## config.mk

```make
export PLATFORM = sky130hd
export DESIGN_NAME = tlca_engine
export DESIGN_NICKNAME = d
export VERILOG_FILES = /design/src/rtl/tlca_pkg.sv /design/src/rtl/tlca_engine.sv
export VERILOG_INCLUDE_DIRS = /design/src /design/src/rtl
export SDC_FILE = /design/constraint.sdc
export NUM_CORES = 1
export LEC_CHECK = 0
export BUFFER_PORTS_ARGS = -buffer_cell sky130_fd_sc_hd__buf_2
export CAP_MARGIN = 20
export CORE_MARGIN = 5
export CORE_UTILIZATION = 55
export DETAILED_ROUTE_END_ITERATION = 8
export GPL_TIMING_DRIVEN = 0
export PLACE_DENSITY = 0.87
export SKIP_CTS_REPAIR_TIMING = 1
export SLEW_MARGIN = 20
export SYNTH_ARGS = -nofsm -noshare
export SYNTH_HDL_FRONTEND = slang
export SYNTH_SLANG_ARGS = --single-unit
```

## constraint.sdc

```tcl
create_clock -name clk -period 11.5 [get_ports clk]
set_input_delay 3.45 -clock clk [delete_from_list [all_inputs] [get_ports clk]]
set_output_delay 3.45 -clock clk [all_outputs]
set_load 0.05 [all_outputs]
```

## src/rtl/tree_lca_binary_lifting_macros.svh

```systemverilog
// ---------------------------------------------------------------------------
// tree_lca_binary_lifting assertion macros
// shared concurrent assertion forms, clocked on clk, disabled in reset
// ---------------------------------------------------------------------------
`ifndef TREE_LCA_BINARY_LIFTING_MACROS_SVH
`define TREE_LCA_BINARY_LIFTING_MACROS_SVH

// same-cycle implication
`define TLCA_ASSERT_NOW(lbl, ante, cons, msg) \
  lbl: assert property (@(posedge clk) disable iff (!rst_n) (ante) |-> (cons)) \
    else $error(msg);

// next-cycle implication
`define TLCA_ASSERT_NEXT(lbl, ante, cons, msg) \
  lbl: assert property (@(posedge clk) disable iff (!rst_n) (ante) |=> (cons)) \
    else $error(msg);

`endif

```

## src/rtl/tlca_pkg.sv

```systemverilog
// ---------------------------------------------------------------------------
// tlca_pkg
// shared sizes, types and helpers of the binary lifting lca engine
// ---------------------------------------------------------------------------
package tlca_pkg;

  // table sizes
  localparam int MAX_NODES   = 1024;
  localparam int LIFT_LEVELS = 10;

  // field widths
  localparam int NODE_W  = 10;
  localparam int DEPTH_W = 10;
  localparam int ADDR_W  = $clog2(MAX_NODES);
  localparam int LVL_W   = (LIFT_LEVELS > 1) ? $clog2(LIFT_LEVELS) : 1;
  localparam int SUM_W   = ((DEPTH_W > LIFT_LEVELS) ? DEPTH_W : LIFT_LEVELS) + 1;

  localparam logic [DEPTH_W-1:0] DEPTH_MAX = {DEPTH_W{1'b1}};

  // ancestor row of one node
  typedef logic [LIFT_LEVELS-1:0][NODE_W-1:0] anc_t;

  // one memory word: node depth plus its ancestor row
  typedef struct packed {
    logic [DEPTH_W-1:0] depth;
    anc_t               anc;
  } row_t;

  // memory request from the sequencer
  typedef struct packed {
    logic              we;
    logic [ADDR_W-1:0] waddr;
    row_t              wdata;
    logic [ADDR_W-1:0] raddr_a;
    logic [ADDR_W-1:0] raddr_b;
  } mem_req_t;

  // input item
  typedef struct packed {
    logic              cmd;
    logic [NODE_W-1:0] node_a;
    logic [NODE_W-1:0] node_b;
  } item_t;

  // result item
  typedef struct packed {
    logic [NODE_W-1:0]  answer_node;
    logic [DEPTH_W-1:0] answer_depth;
  } res_t;

  // command codes
  localparam logic CMD_LOAD  = 1'b0;
  localparam logic CMD_QUERY = 1'b1;

  // node number to table address, out of range maps to the sentinel
  function automatic logic [ADDR_W-1:0] to_addr(input logic [NODE_W-1:0] n);
    logic [ADDR_W-1:0] a;
    a = '0;
    if (32'(n) < MAX_NODES) a = ADDR_W'(n);
    return a;
  endfunction

  // table address back to a node number
  function automatic logic [NODE_W-1:0] to_node(input logic [ADDR_W-1:0] a);
    return NODE_W'(a);
  endfunction

endpackage

```

## src/rtl/tlca_engine.sv

```systemverilog
// ---------------------------------------------------------------------------
// tlca_engine
// sequencer: clearing pass, row build on load, two lifting passes on query
// ---------------------------------------------------------------------------
`include "tree_lca_binary_lifting_macros.svh"

module tlca_engine
  import tlca_pkg::*;
(
  input  logic     clk,
  input  logic     rst_n,
  input  logic     in_valid,
  output logic     in_ready,
  input  item_t    in_item,
  output logic     res_valid,
  input  logic     res_ready,
  output res_t     res,
  output mem_req_t mem_req,
  input  row_t     rd_a,
  input  row_t     rd_b
);

  localparam logic [3:0] S_CLEAR   = 4'd0;
  localparam logic [3:0] S_IDLE    = 4'd1;
  localparam logic [3:0] S_RD0     = 4'd2;
  localparam logic [3:0] S_LD_STEP = 4'd3;
  localparam logic [3:0] S_LD_WR   = 4'd4;
  localparam logic [3:0] S_P1      = 4'd5;
  localparam logic [3:0] S_P1_CAP  = 4'd6;
  localparam logic [3:0] S_CHK     = 4'd7;
  localparam logic [3:0] S_P2      = 4'd8;
  localparam logic [3:0] S_P2_CAP  = 4'd9;
  localparam logic [3:0] S_FIN     = 4'd10;
  localparam logic [3:0] S_FIN_CAP = 4'd11;
  localparam logic [3:0] S_DONE    = 4'd12;

  localparam logic [LVL_W-1:0]  LVL_TOP  = LVL_W'(LIFT_LEVELS - 1);
  localparam logic [ADDR_W-1:0] ADDR_TOP = ADDR_W'(MAX_NODES - 1);

  logic [3:0]         state_r,     state_nxt;
  logic [ADDR_W-1:0]  clr_cnt_r,   clr_cnt_nxt;
  logic [LVL_W-1:0]   lvl_r,       lvl_nxt;
  logic               cmd_r,       cmd_nxt;
  logic [ADDR_W-1:0]  a_r,         a_nxt;
  logic [ADDR_W-1:0]  b_r,         b_nxt;
  logic [ADDR_W-1:0]  x_r,         x_nxt;
  logic [ADDR_W-1:0]  y_r,         y_nxt;
  row_t               row_x_r,     row_x_nxt;
  row_t               row_y_r,     row_y_nxt;
  anc_t               new_anc_r,   new_anc_nxt;
  logic [DEPTH_W-1:0] new_depth_r, new_depth_nxt;
  logic [DEPTH_W-1:0] depth_b_r,   depth_b_nxt;
  res_t               res_r,       res_nxt;

  logic [LVL_W-1:0]  lvl_prev;
  logic [NODE_W-1:0] prev_node;
  logic [NODE_W-1:0] entry_node;
  logic [SUM_W-1:0]  lift_need;
  logic              lift_ok;
  logic [NODE_W-1:0] anc_x;
  logic [NODE_W-1:0] anc_y;

  assign in_ready  = (state_r == S_IDLE);
  assign res_valid = (state_r == S_DONE);
  assign res       = res_r;

  // row build: entry at lvl is entry lvl-1 of the row just read,
  // forwarded from the row under construction when it is the node itself
  assign lvl_prev   = lvl_r - LVL_W'(1);
  assign prev_node  = new_anc_r[lvl_prev];
  assign entry_node = (to_addr(prev_node) == a_r) ? prev_node : rd_a.anc[lvl_prev];

  // first pass lift test
  assign lift_need = SUM_W'(row_y_r.depth) + (SUM_W'(1) << lvl_r);
  assign lift_ok   = (SUM_W'(row_x_r.depth) >= lift_need);

  // second pass ancestors at the current level
  assign anc_x = row_x_r.anc[lvl_r];
  assign anc_y = row_y_r.anc[lvl_r];

  // sequencer
  always_comb begin
    state_nxt     = state_r;
    clr_cnt_nxt   = clr_cnt_r;
    lvl_nxt       = lvl_r;
    cmd_nxt       = cmd_r;
    a_nxt         = a_r;
    b_nxt         = b_r;
    x_nxt         = x_r;
    y_nxt         = y_r;
    row_x_nxt     = row_x_r;
    row_y_nxt     = row_y_r;
    new_anc_nxt   = new_anc_r;
    new_depth_nxt = new_depth_r;
    depth_b_nxt   = depth_b_r;
    res_nxt       = res_r;
    mem_req       = '0;

    unique case (state_r)
      S_CLEAR: begin
        mem_req.we    = 1'b1;
        mem_req.waddr = clr_cnt_r;
        clr_cnt_nxt   = clr_cnt_r + ADDR_W'(1);
        if (clr_cnt_r == ADDR_TOP) state_nxt = S_IDLE;
      end
      S_IDLE: begin
        mem_req.raddr_a = to_addr(in_item.node_a);
        mem_req.raddr_b = to_addr(in_item.node_b);
        if (in_valid) begin
          cmd_nxt   = in_item.cmd;
          a_nxt     = to_addr(in_item.node_a);
          b_nxt     = to_addr(in_item.node_b);
          state_nxt = S_RD0;
        end
      end
      S_RD0: begin
        if (cmd_r == CMD_LOAD) begin
          depth_b_nxt = rd_b.depth;
          if (a_r == '0) begin
            // sentinel load changes nothing
            res_nxt.answer_node  = to_node(b_r);
            res_nxt.answer_depth = rd_b.depth;
            state_nxt            = S_DONE;
          end else begin
            new_anc_nxt[0] = to_node(b_r);
            new_depth_nxt  = (rd_b.depth == DEPTH_MAX) ? DEPTH_MAX
                                                       : rd_b.depth + DEPTH_W'(1);
            mem_req.raddr_a = b_r;
            lvl_nxt         = LVL_W'(1);
            state_nxt       = (LIFT_LEVELS == 1) ? S_LD_WR : S_LD_STEP;
          end
        end else begin
          // deeper node goes to x
          if (rd_a.depth < rd_b.depth) begin
            x_nxt     = b_r;
            row_x_nxt = rd_b;
            y_nxt     = a_r;
            row_y_nxt = rd_a;
          end else begin
            x_nxt     = a_r;
            row_x_nxt = rd_a;
            y_nxt     = b_r;
            row_y_nxt = rd_b;
          end
          lvl_nxt   = LVL_TOP;
          state_nxt = S_P1;
        end
      end
      S_LD_STEP: begin
        new_anc_nxt[lvl_r] = entry_node;
        mem_req.raddr_a    = to_addr(entry_node);
        if (lvl_r == LVL_TOP) begin
          state_nxt = S_LD_WR;
        end else begin
          lvl_nxt = lvl_r + LVL_W'(1);
        end
      end
      S_LD_WR: begin
        mem_req.we          = 1'b1;
        mem_req.waddr       = a_r;
        mem_req.wdata.depth = new_depth_r;
        mem_req.wdata.anc   = new_anc_r;
        res_nxt.answer_node  = to_node(b_r);
        res_nxt.answer_depth = (b_r == a_r) ? new_depth_r : depth_b_r;
        state_nxt            = S_DONE;
      end
      S_P1: begin
        if (lift_ok) begin
          mem_req.raddr_a = to_addr(row_x_r.anc[lvl_r]);
          x_nxt           = to_addr(row_x_r.anc[lvl_r]);
          state_nxt       = S_P1_CAP;
        end else if (lvl_r == '0) begin
          state_nxt = S_CHK;
        end else begin
          lvl_nxt = lvl_r - LVL_W'(1);
        end
      end
      S_P1_CAP: begin
        row_x_nxt = rd_a;
        if (lvl_r == '0) begin
          state_nxt = S_CHK;
        end else begin
          lvl_nxt   = lvl_r - LVL_W'(1);
          state_nxt = S_P1;
        end
      end
      S_CHK: begin
        if (x_r == y_r) begin
          res_nxt.answer_node  = to_node(x_r);
          res_nxt.answer_depth = row_x_r.depth;
          state_nxt            = S_DONE;
        end else begin
          lvl_nxt   = LVL_TOP;
          state_nxt = S_P2;
        end
      end
      S_P2: begin
        if (anc_x != anc_y) begin
          mem_req.raddr_a = to_addr(anc_x);
          mem_req.raddr_b = to_addr(anc_y);
          x_nxt           = to_addr(anc_x);
          y_nxt           = to_addr(anc_y);
          state_nxt       = S_P2_CAP;
        end else if (lvl_r == '0) begin
          state_nxt = S_FIN;
        end else begin
          lvl_nxt = lvl_r - LVL_W'(1);
        end
      end
      S_P2_CAP: begin
        row_x_nxt = rd_a;
        row_y_nxt = rd_b;
        if (lvl_r == '0) begin
          state_nxt = S_FIN;
        end else begin
          lvl_nxt   = lvl_r - LVL_W'(1);
          state_nxt = S_P2;
        end
      end
      S_FIN: begin
        // parent of x is the answer, its depth needs one more read
        mem_req.raddr_a     = to_addr(row_x_r.anc[0]);
        res_nxt.answer_node = row_x_r.anc[0];
        state_nxt           = S_FIN_CAP;
      end
      S_FIN_CAP: begin
        res_nxt.answer_depth = rd_a.depth;
        state_nxt            = S_DONE;
      end
      S_DONE: begin
        if (res_ready) state_nxt = S_IDLE;
      end
      default: begin
        state_nxt = S_IDLE;
      end
    endcase
  end

  // control registers
  always_ff @(posedge clk) begin
    if (!rst_n) begin
      state_r   <= S_CLEAR;
      clr_cnt_r <= '0;
      lvl_r     <= '0;
    end else begin
      state_r   <= state_nxt;
      clr_cnt_r <= clr_cnt_nxt;
      lvl_r     <= lvl_nxt;
    end
  end

  // datapath registers
  always_ff @(posedge clk) begin
    cmd_r       <= cmd_nxt;
    a_r         <= a_nxt;
    b_r         <= b_nxt;
    x_r         <= x_nxt;
    y_r         <= y_nxt;
    row_x_r     <= row_x_nxt;
    row_y_r     <= row_y_nxt;
    new_anc_r   <= new_anc_nxt;
    new_depth_r <= new_depth_nxt;
    depth_b_r   <= depth_b_nxt;
    res_r       <= res_nxt;
  end

  // checks
  `TLCA_ASSERT_NOW(a_sentinel_kept, mem_req.we && (state_r != S_CLEAR), mem_req.waddr != '0, "sentinel row written by a load")
  `TLCA_ASSERT_NOW(a_build_lvl, state_r == S_LD_STEP, (lvl_r != '0) && (32'(lvl_r) < LIFT_LEVELS), "row build level out of range")
  `TLCA_ASSERT_NEXT(a_res_hold, res_valid && !res_ready, res_valid && $stable(res_r), "result dropped while stalled")
  `TLCA_ASSERT_NEXT(a_no_early_res, in_valid && in_ready, !res_valid, "result in the cycle after accept")

endmodule

```

======== Word level (Yosys, flattened, before mapping) ========
Cells that the tools add are included.
cells by class
  bitwise logic cells ..................... 2
  $add $sub $neg .......................... 5
  shift operators ......................... 1
  equality and inequality tests ........... 37
  multiplexer cells ....................... 66
  $lt $le $gt $ge ......................... 5
  reduce and logical (&&, ||, !) cells .... 26
operators by type and width
  operator                 number
  $mux W110                5
  $pmux W110 S2            2
  $mux W10                 19
  $bmux W10 S4             4
  $bwmux W100              1
  $mux W20                 4
  $pmux W10 S4             2
  $mux W4                  17
  $pmux W10 S2             3
  $pmux W10 S6             1
  $pmux W4 S12             1
  $demux W10 S4            1
  $eq A10 B10 Y1           3
  $pmux W10 S3             1
  $ne A2 B2 Y1 const B     14
  $eq A4 B4 Y1 const B     6
  $pmux W4 S6              1
  $pmux W11 S2             1
  $add A10 B1 Y10 const B  2
  $eq A10 B10 Y1 const B   2
  $eq A4 B3 Y1 const B     4
  $reduce_and A4 Y1        3
  $reduce_and A6 Y1        2
  $add A10 B11 Y11         1
  25 further kinds         42
storage, ports and cells
  word-level logic and storage cells ...... 186
  register bits ........................... 419
  output and inout port bits .............. 163
  input port bits ......................... 245

======== Longest topological paths before layout ========
Gate-level depths: netlist (run 1).
  depth after elaboration ................. 7
  depth in mapped cells ................... 29
  gate-level depth less buffers ........... 24

======== Worst setup path before layout (run 1) ========
OpenSTA, ideal clock, no wires.
  path kind ............................... flip-flop to flip-flop
  start point ............................. register state_r[2]
  end point ............................... register row_x_r[0] (netlist name), enable pin
  data required time ...................... 10.769 ns
  path buffers ............................ 2
  arrival ................................. 8.772 ns
  slack ................................... 1.997 ns
  period minus slack after synthesis ...... 9.503 ns
  stages on the path, launching flop included .. 5
  library setup time ...................... 0.731 ns
  cells stage by stage .................... dfxtp_1 clkbuf_1 clkbuf_1 o21ai_0 o21ai_0
between the ends
  cells in the longest elaborated chain, start to end .. 4
  elaborated cells on any way between the ends .. 7
  classes of those cells .................. eq/ne: 4; reduce/logical: 3
ends and longest elaborated chain
  item                                                 RTL line            source
  start: declaration                                   tlca_engine.sv:40   logic [3:0] state_r, state_nxt;
  start signal: assignment                             tlca_engine.sv:246  state_r <= state_nxt;
  $eq A4 B4 Y1 / $eq A4 B3 Y1 (equally long branches)  tlca_engine.sv:99   unique case (state_r)
  $reduce_or A2 Y1 (no line)                           --
  $reduce_bool A2 Y1 (no line)                         --
  $reduce_and A2 Y1 (no line) (*)                      --
  end signal: assignment                               tlca_engine.sv:259  row_x_r <= row_x_nxt;
  end: declaration                                     tlca_engine.sv:48   row_t row_x_r, row_x_nxt;
Mark *: on every way between the ends. The rest lies on a longest branch, timed or not.
A chain may end at the register's enable or synchronous reset.

==> summary.txt, run 1 <==
Route
  – Routed wire per std cell: 30.6 um
  – Met3 routed WL: 11300 um
  – Routed length on met1: 31200 um
  – Post-route ant nets: 0
  – Via density: 6.69
  – Post-detailed-routing wire length: 86500 um
  – Iter 0 DRT Violations: 2816
  – DR WL met2: 39200 um
  – Via count: 18900
  – TritonRoute pass-1 iters: 6
  – Top Metal Used: met5
  – # DRC: 0

Finish
  – Layout cells sized above 1: 0.375
  – Fin area: 0.0280 mm2
  – Commonest cells after routing, fill and taps aside: buf_2 (419), edfxtp_1 (401), mux2_2 (253)
  – Fill cells: 3017
  – Fin nets: 2526
  – Non-Filler Instances: 2827
  – Commonest non-fill, non-tap cell in the layout: buf_2
  – Area growth syn-to-layout: 19.4%
  – Final core occ: 0.666

Min path
  – Hold Path Class: reg2reg
  – Hold Path Cell Cnt: 2
  – Worst hold path startpoint: clr_cnt_r[9]

Setup path
  – Worst Setup SP: lvl_r[0]
  – R2r worst-path depth: 15
  – CP max-delay cell: clkbuf_1
  – Critical path arrival: 7670 ps
  – Crit-path max FO: 19
  – Setup crit end kind: output port
  – Reg-to-reg startpoint: lvl_r[0]
  – Crit Path Class: reg2out
  – Required time of the critical path: 8050 ps
  – Worst setup SP type: flop
  – CP max stage delay: 920 ps
  – CP Cell Sequence: buf_6 > buf_6 > buf_4 > buf_6 > inv_1 > ha_1 > clkbuf_1 > buf_2 > clkbuf_1 > clkbuf_1 > mux4_2 > mux2i_1 > o21ai_0 > mux2i_1 > o221ai_1 > buf_2

Placed design
  – Dpl cell area: 0.0264 mm2
  – Placed Cells: 2735
  – IO buf count: 407
  – Gp weighted congestion: 1.01
  – Place WS: 740 ps
  – Post-DP HPWL: 66400 um

Yosys
  – XOR/XNOR share of the synthesized area: 0.0202
  – Async set-reset flop share out of synthesis: 0
  – Cells after synthesis: 1780
  – Synth top area cells: edfxtp_1 (51%), mux2_2 (12%), mux4_2 (6.1%), and2_1 (3.5%), mux2i_1 (3.1%)
  – Synth warnings: 0
  – Largest family of logic cells by synthesized area: multiplexers
  – Cell Area, Synth: 0.0234 mm2
  – Post-synth EDFFs: 401
  – Unique cell type count in the Yosys netlist: 75
  – Yosys top cell by area: edfxtp_1
  – Complex-gate fraction of the synthesized area: 0.0882
  – Avg Inst Size Synth: 13.2 um2
  – Syn nets: 2064
  – Simple-Gate Fraction of Synth Area: 0.0972
  – Portion of netlist area occupied by mux cells: 0.214
  – Post-synthesis adder-cell area fraction: 0.0211
  – Top FF cell, synth: edfxtp_1
  – #FFs+latches synth: 419
  – Sequential area share after synthesis: 0.529
  – Post-synth top area share: 0.514

GRT
  – Largest net degree at the start of global routing: 30
  – Number of global-route vias before repair: 18700
  – Antenna violations before repair: 17
  – GR Overflow Total: 0
  – Global-route wire length before repair: 123000 um
  – Gr usage total: 0.357

Timing
  – Final period util: 0.967
  – Final setup viols: 0
  – Final Max Tran Viols: 0
  – Hold Slack: 548 ps
  – Worst setup margin: 384 ps
  – Final-report hold violation count: 0
  – Unrepaired setup endpoints after global routing: no
  – Slew headroom: 0.232
  – Clock skew: 33.7 ps
  – Final worst path period need: 11120 ps
  – Max Freq: 90.0 MHz
  – Slew at the pin with the worst max-slew slack: 1150 ps
  – Setup TNS: 0 ps

Floorplan
  – Chip height: 216 um
  – Die ar.: 0.0468 mm2
  – Core box area: 0.0420 mm2
  – Die W: 216 um
  – I/O pins: 408
  – Initial Util: 0.558
  – Site Rows: 75

Outcome
  – Outcome: finished, final reports clean

Power
  – Pwr dens: 163 mW/mm2
  – P_leak: 10.6 nW
  – Power Total: 4.56 mW
  – Largest vdd supply drop: 93.6 uV

Clocking
  – TritonCTS Buffers: 45
  – Worst-skew pair later-pin latency: 600 ps
  – Depth of the CTS H-tree: 2
  – CTS tree: built
  – Longest Clk Path Bufs: 3
  – CTS Root Cell: clkbuf_16
  – Clk sinks: 419
  – Clock slew at the register clock pins of the worst setup and hold paths: 60 ps

Job
  – Maxcap violations: 0
## report_power, final
group	switching, mW	internal [mW]	total, mW
Clock	0.629	0.903	1.53
Sequential	0.0348	1.77	1.80
Combinational	0.820	0.410	1.23
Total	1.48	3.08	4.56
## synthesized netlist by cell type (all sizes together), types with 6 or more instances
library cell,number
nand3,9
o22ai,13
o21ai,32
a22o,16
edfxtp,401
o221ai,11
xor2,25
mux2i,72
mux2,254
a221oi,6
and3,11
ha,38
xnor2,29
dfxtp,18
o311a,6
a21oi,62
nor2,74
clkbuf,96
nor4,11
o31ai,23
mux4,64
nand4,22
o211ai,6
a222oi,26
or3,21
and2,134
nor2b,11
buf,29
inv,36
nand2,104
a2111oi,6
a22oi,32
nor3,15
a211oi,8
## registers in the layout, indices dropped and copies added, names as in the netlist
signal and flops:
row_y_r 110, depth_b_r 10, res 20, clr_cnt_r 10, lvl_r 4, b_r 10
a_r 10, cmd_r 1, state_r 4, new_depth_r 10, y_r 10, new_anc_r 100
row_x_r 110, x_r 10
## per-layer routing
| layer | global-route usage | up-vias |
|---|---|---|
| li1 | - | 7862 |
| met1 | 0.463 | 9196 |
| met2 | 0.558 | 1559 |
| met3 | 0.109 | 282 |
| met4 | 0.165 | 12 |
| met5 | 0 | - |
## final timing paths
| kind | to | slack (ps) |
|---|---|---|
| worst min-delay path | clr_cnt_r[9] | 550 |
| worst max register to register | new_anc_r[46] | 4320 |
| worst min register to register | clr_cnt_r[9] | 550 |
| worst max-delay path | mem_req[16] | 380 |
## cell families after synthesis
logic type,after synthesis
flip-flops,419
multiplexers,390
AO/OA/AOI/OAI,285
adder cells (fa/ha/maj),39
AND/OR/NAND/NOR,431
buffers and inverters,162
XOR/XNOR,54
## area by class of cell
class / instances / area (um2) / share of cell area
inverter: 37 / 139 / 0.00496
timing repair buffer: 416 / 2260 / 0.0808
clock buffer: 54 / 1200 / 0.0429
clock inverter: 29 / 334 / 0.0119
sequential: 419 / 12400 / 0.443
antenna: 10 / 25.0 / 0.000894
tap: 539 / 674 / 0.0241
multi-input combinational: 1199 / 10400 / 0.371
buffer: 124 / 559 / 0.0200
## critical path, delay by kind of cell (launching register included)
kind	cells	cell delay, ps
fa+ha+maj	1	360
compound gates	2	610
buf+inv	10	4200
flops	1	480
mux	3	1400
Power figures use the tool's default switching activity.
==> run 2: changes to the inputs <==
--- a/config.mk
+++ b/config.mk
@@ -13,6 +13,7 @@
 export DETAILED_ROUTE_END_ITERATION = 8
 export GPL_TIMING_DRIVEN = 0
 export PLACE_DENSITY = 0.87
+export RECOVER_POWER = 100
 export SKIP_CTS_REPAIR_TIMING = 1
 export SLEW_MARGIN = 20
 export SYNTH_ARGS = -nofsm -noshare
==> run 2 against run 1 <==
Against the previous run:
- the flow now finishes with violations (max-capacitance violations, max-slew violations)
- die area stayed put
- largest power group unchanged
- final cell count about the same
- flip-flop and latch count is the same
- critical path depth is the same
- clock-buffer cell count is the same
- register-to-register slack worse by 230 ps
- non-clock buffer count unchanged
- fmax shrank 1.8%
- combinational power is essentially flat
==> summary.txt, run 2 (synthesis gave the netlist of run 1 again) <==
GRT
  – GR Overflow Total: 0
  – Number of global-route vias before repair: 18700
  – Largest net degree at the start of global routing: 30
  – Gr usage total: 0.357
  – Global-route wire length before repair: 123000 um
  – Antenna violations before repair: 17

Min path
  – Worst Hold End: clr_cnt_r[9]
  – Worst hold path startpoint: clr_cnt_r[9]
  – Hold Path Cell Cnt: 2
  – Hold Path Class: reg2reg

Route
  – # DRC: 0
  – Routed wire per std cell: 30.6 um
  – Post-route ant nets: 0
  – Iter 0 DRT Violations: 2740
  – Post-detailed-routing wire length: 86700 um
  – Via count: 19000
  – TritonRoute pass-1 iters: 9
  – Via density: 6.71

Timing
  – Final setup viols: 0
  – Slew headroom: -0.0545
  – Final-report hold violation count: 0
  – Clock skew: 32.8 ps
  – Slew at the pin with the worst max-slew slack: 1580 ps
  – Unrepaired setup endpoints after global routing: no
  – Final period util: 0.984
  – Final worst path period need: 11320 ps
  – Final Max Tran Viols: 30
  – Max Freq: 88.4 MHz

Placed design
  – Post-DP HPWL: 66400 um
  – Dpl cell area: 0.0264 mm2
  – Gp weighted congestion: 1.01
  – IO buf count: 407

Finish
  – Commonest non-fill, non-tap cell in the layout: edfxtp_1
  – Fin nets: 2526
  – Fin area: 0.0275 mm2
  – Final core occ: 0.654
  – Largest regs: row_x_r (110), row_y_r (110), new_anc_r (100)
  – Layout cells sized above 1: 0.267
  – Area growth syn-to-layout: 17.3%
  – Commonest cells after routing, fill and taps aside: edfxtp_1 (401), clkbuf_1 (304), buf_2 (220)

Power
  – Largest vdd supply drop: 93.5 uV
  – P_leak: 9.74 nW
  – Pwr dens: 165 mW/mm2

Outcome
  – Outcome: finished with violations
  – Failing checks: max-capacitance violations, max-slew violations

Clocking
  – Longest Clk Path Bufs: 3
  – Clk sinks: 419
  – CTS Root Cell: clkbuf_16
  – Worst-skew pair later-pin latency: 590 ps
  – CTS tree: built
  – Clock slew at the register clock pins of the worst setup and hold paths: 60 ps
  – Depth of the CTS H-tree: 2
  – TritonCTS Buffers: 45

Floorplan
  – Chip height: 216 um
  – Core box area: 0.0420 mm2
  – Site Rows: 75
  – I/O pins: 408
  – Die W: 216 um
  – Die ar.: 0.0468 mm2
  – Initial Util: 0.558

Setup path
  – Reg2reg end: new_anc_r[18]
  – CP max stage delay: 910 ps
  – CP max-delay cell: clkbuf_1
  – R2r worst-path depth: 15
  – Crit-path max FO: 10
  – Setup crit end kind: output port
  – Most common cell on crit path: clkbuf_1
  – Crit Path Class: reg2out
  – Worst setup SP type: flop
  – Required time of the critical path: 8050 ps
  – Reg-to-reg startpoint: lvl_r[1]
  – CP Cell Sequence: buf_2 > clkbuf_1 > buf_4 > buf_6 > inv_1 > ha_1 > clkbuf_1 > buf_2 > clkbuf_1 > clkbuf_1 > mux4_2 > mux2i_1 > o21ai_0 > mux2i_1 > o221ai_1 > clkbuf_2
  – Critical path arrival: 7870 ps
  – R2R Setup Slk: 4090 ps

Job
  – Maxcap violations: 1
-- run 2: changes by cell type in the layout (fill, tap and decap cells not counted), sizes merged --
cell | previous run | this run
clkbuf | 150 | 362
buf | 444 | 232
diode | 10 | 12
-- run 2: cell type report --
class / count / area [um2]
repair buffers: 416 / 1840
fillers: 3165 / 14500
multi-input cells: 1199 / 10300
flip-flops and latches: 419 / 12400
clock buffers: 54 / 1200
clock inverters: 29 / 334
plain buffers: 124 / 547
inverters: 37 / 139
well taps: 539 / 674
diodes: 12 / 30.0
-- run 2: report_power, final --
part	internal (mW)	leakage [nW]	switching [mW]
Clock	0.903	0.742	0.628
Sequential	1.77	3.78	0.0348
Combinational	0.386	5.22	0.821
Total	3.06	9.74	1.48
-- run 2: critical path, delay by kind of cell (launching register included) --
family / cells / cell delay, ps
buf+inv: 10 / 4510
mux: 3 / 1420
fa+ha+maj: 1 / 330
compound gates: 2 / 610
flops: 1 / 360
-- run 2: metal layers --
metal | track usage | share of wire | vias to the layer above
met5 | 0 | 0.00097 | -
met4 | 0.165 | 0.054 | 12
met3 | 0.109 | 0.14 | 286
met2 | 0.558 | 0.45 | 1573
met1 | 0.463 | 0.35 | 9246
li1 | - | - | 7879
-- run 2: worst max-delay path by stage --
stage / start / end / slack (ps)
final: lvl_r[1] / mem_req[16] / 180
after detailed placement: lvl_r[0] / mem_req[11] / 740
after global placement: state_r[2] / row_x_r[44] / -1990
after CTS: lvl_r[0] / mem_req[11] / 110
after floorplan: state_r[2] / row_x_r[0] / 2000
after global routing: lvl_r[1] / mem_req[11] / 90
-- run 2: per-stage QoR --
stage	power (mW)	worst slack (ps)	hold slack, ps	setup TNS (ps)	instances
CTS	4.52	106	525	0	2818
finish	4.54	183	548	0	2829
floorplan	2.59	2000	471	0	1780
global route	4.64	94.6	583	0	2824
global placement	2.99	-1990	486	-217300	2726
detailed placement	3.01	740	517	0	2735
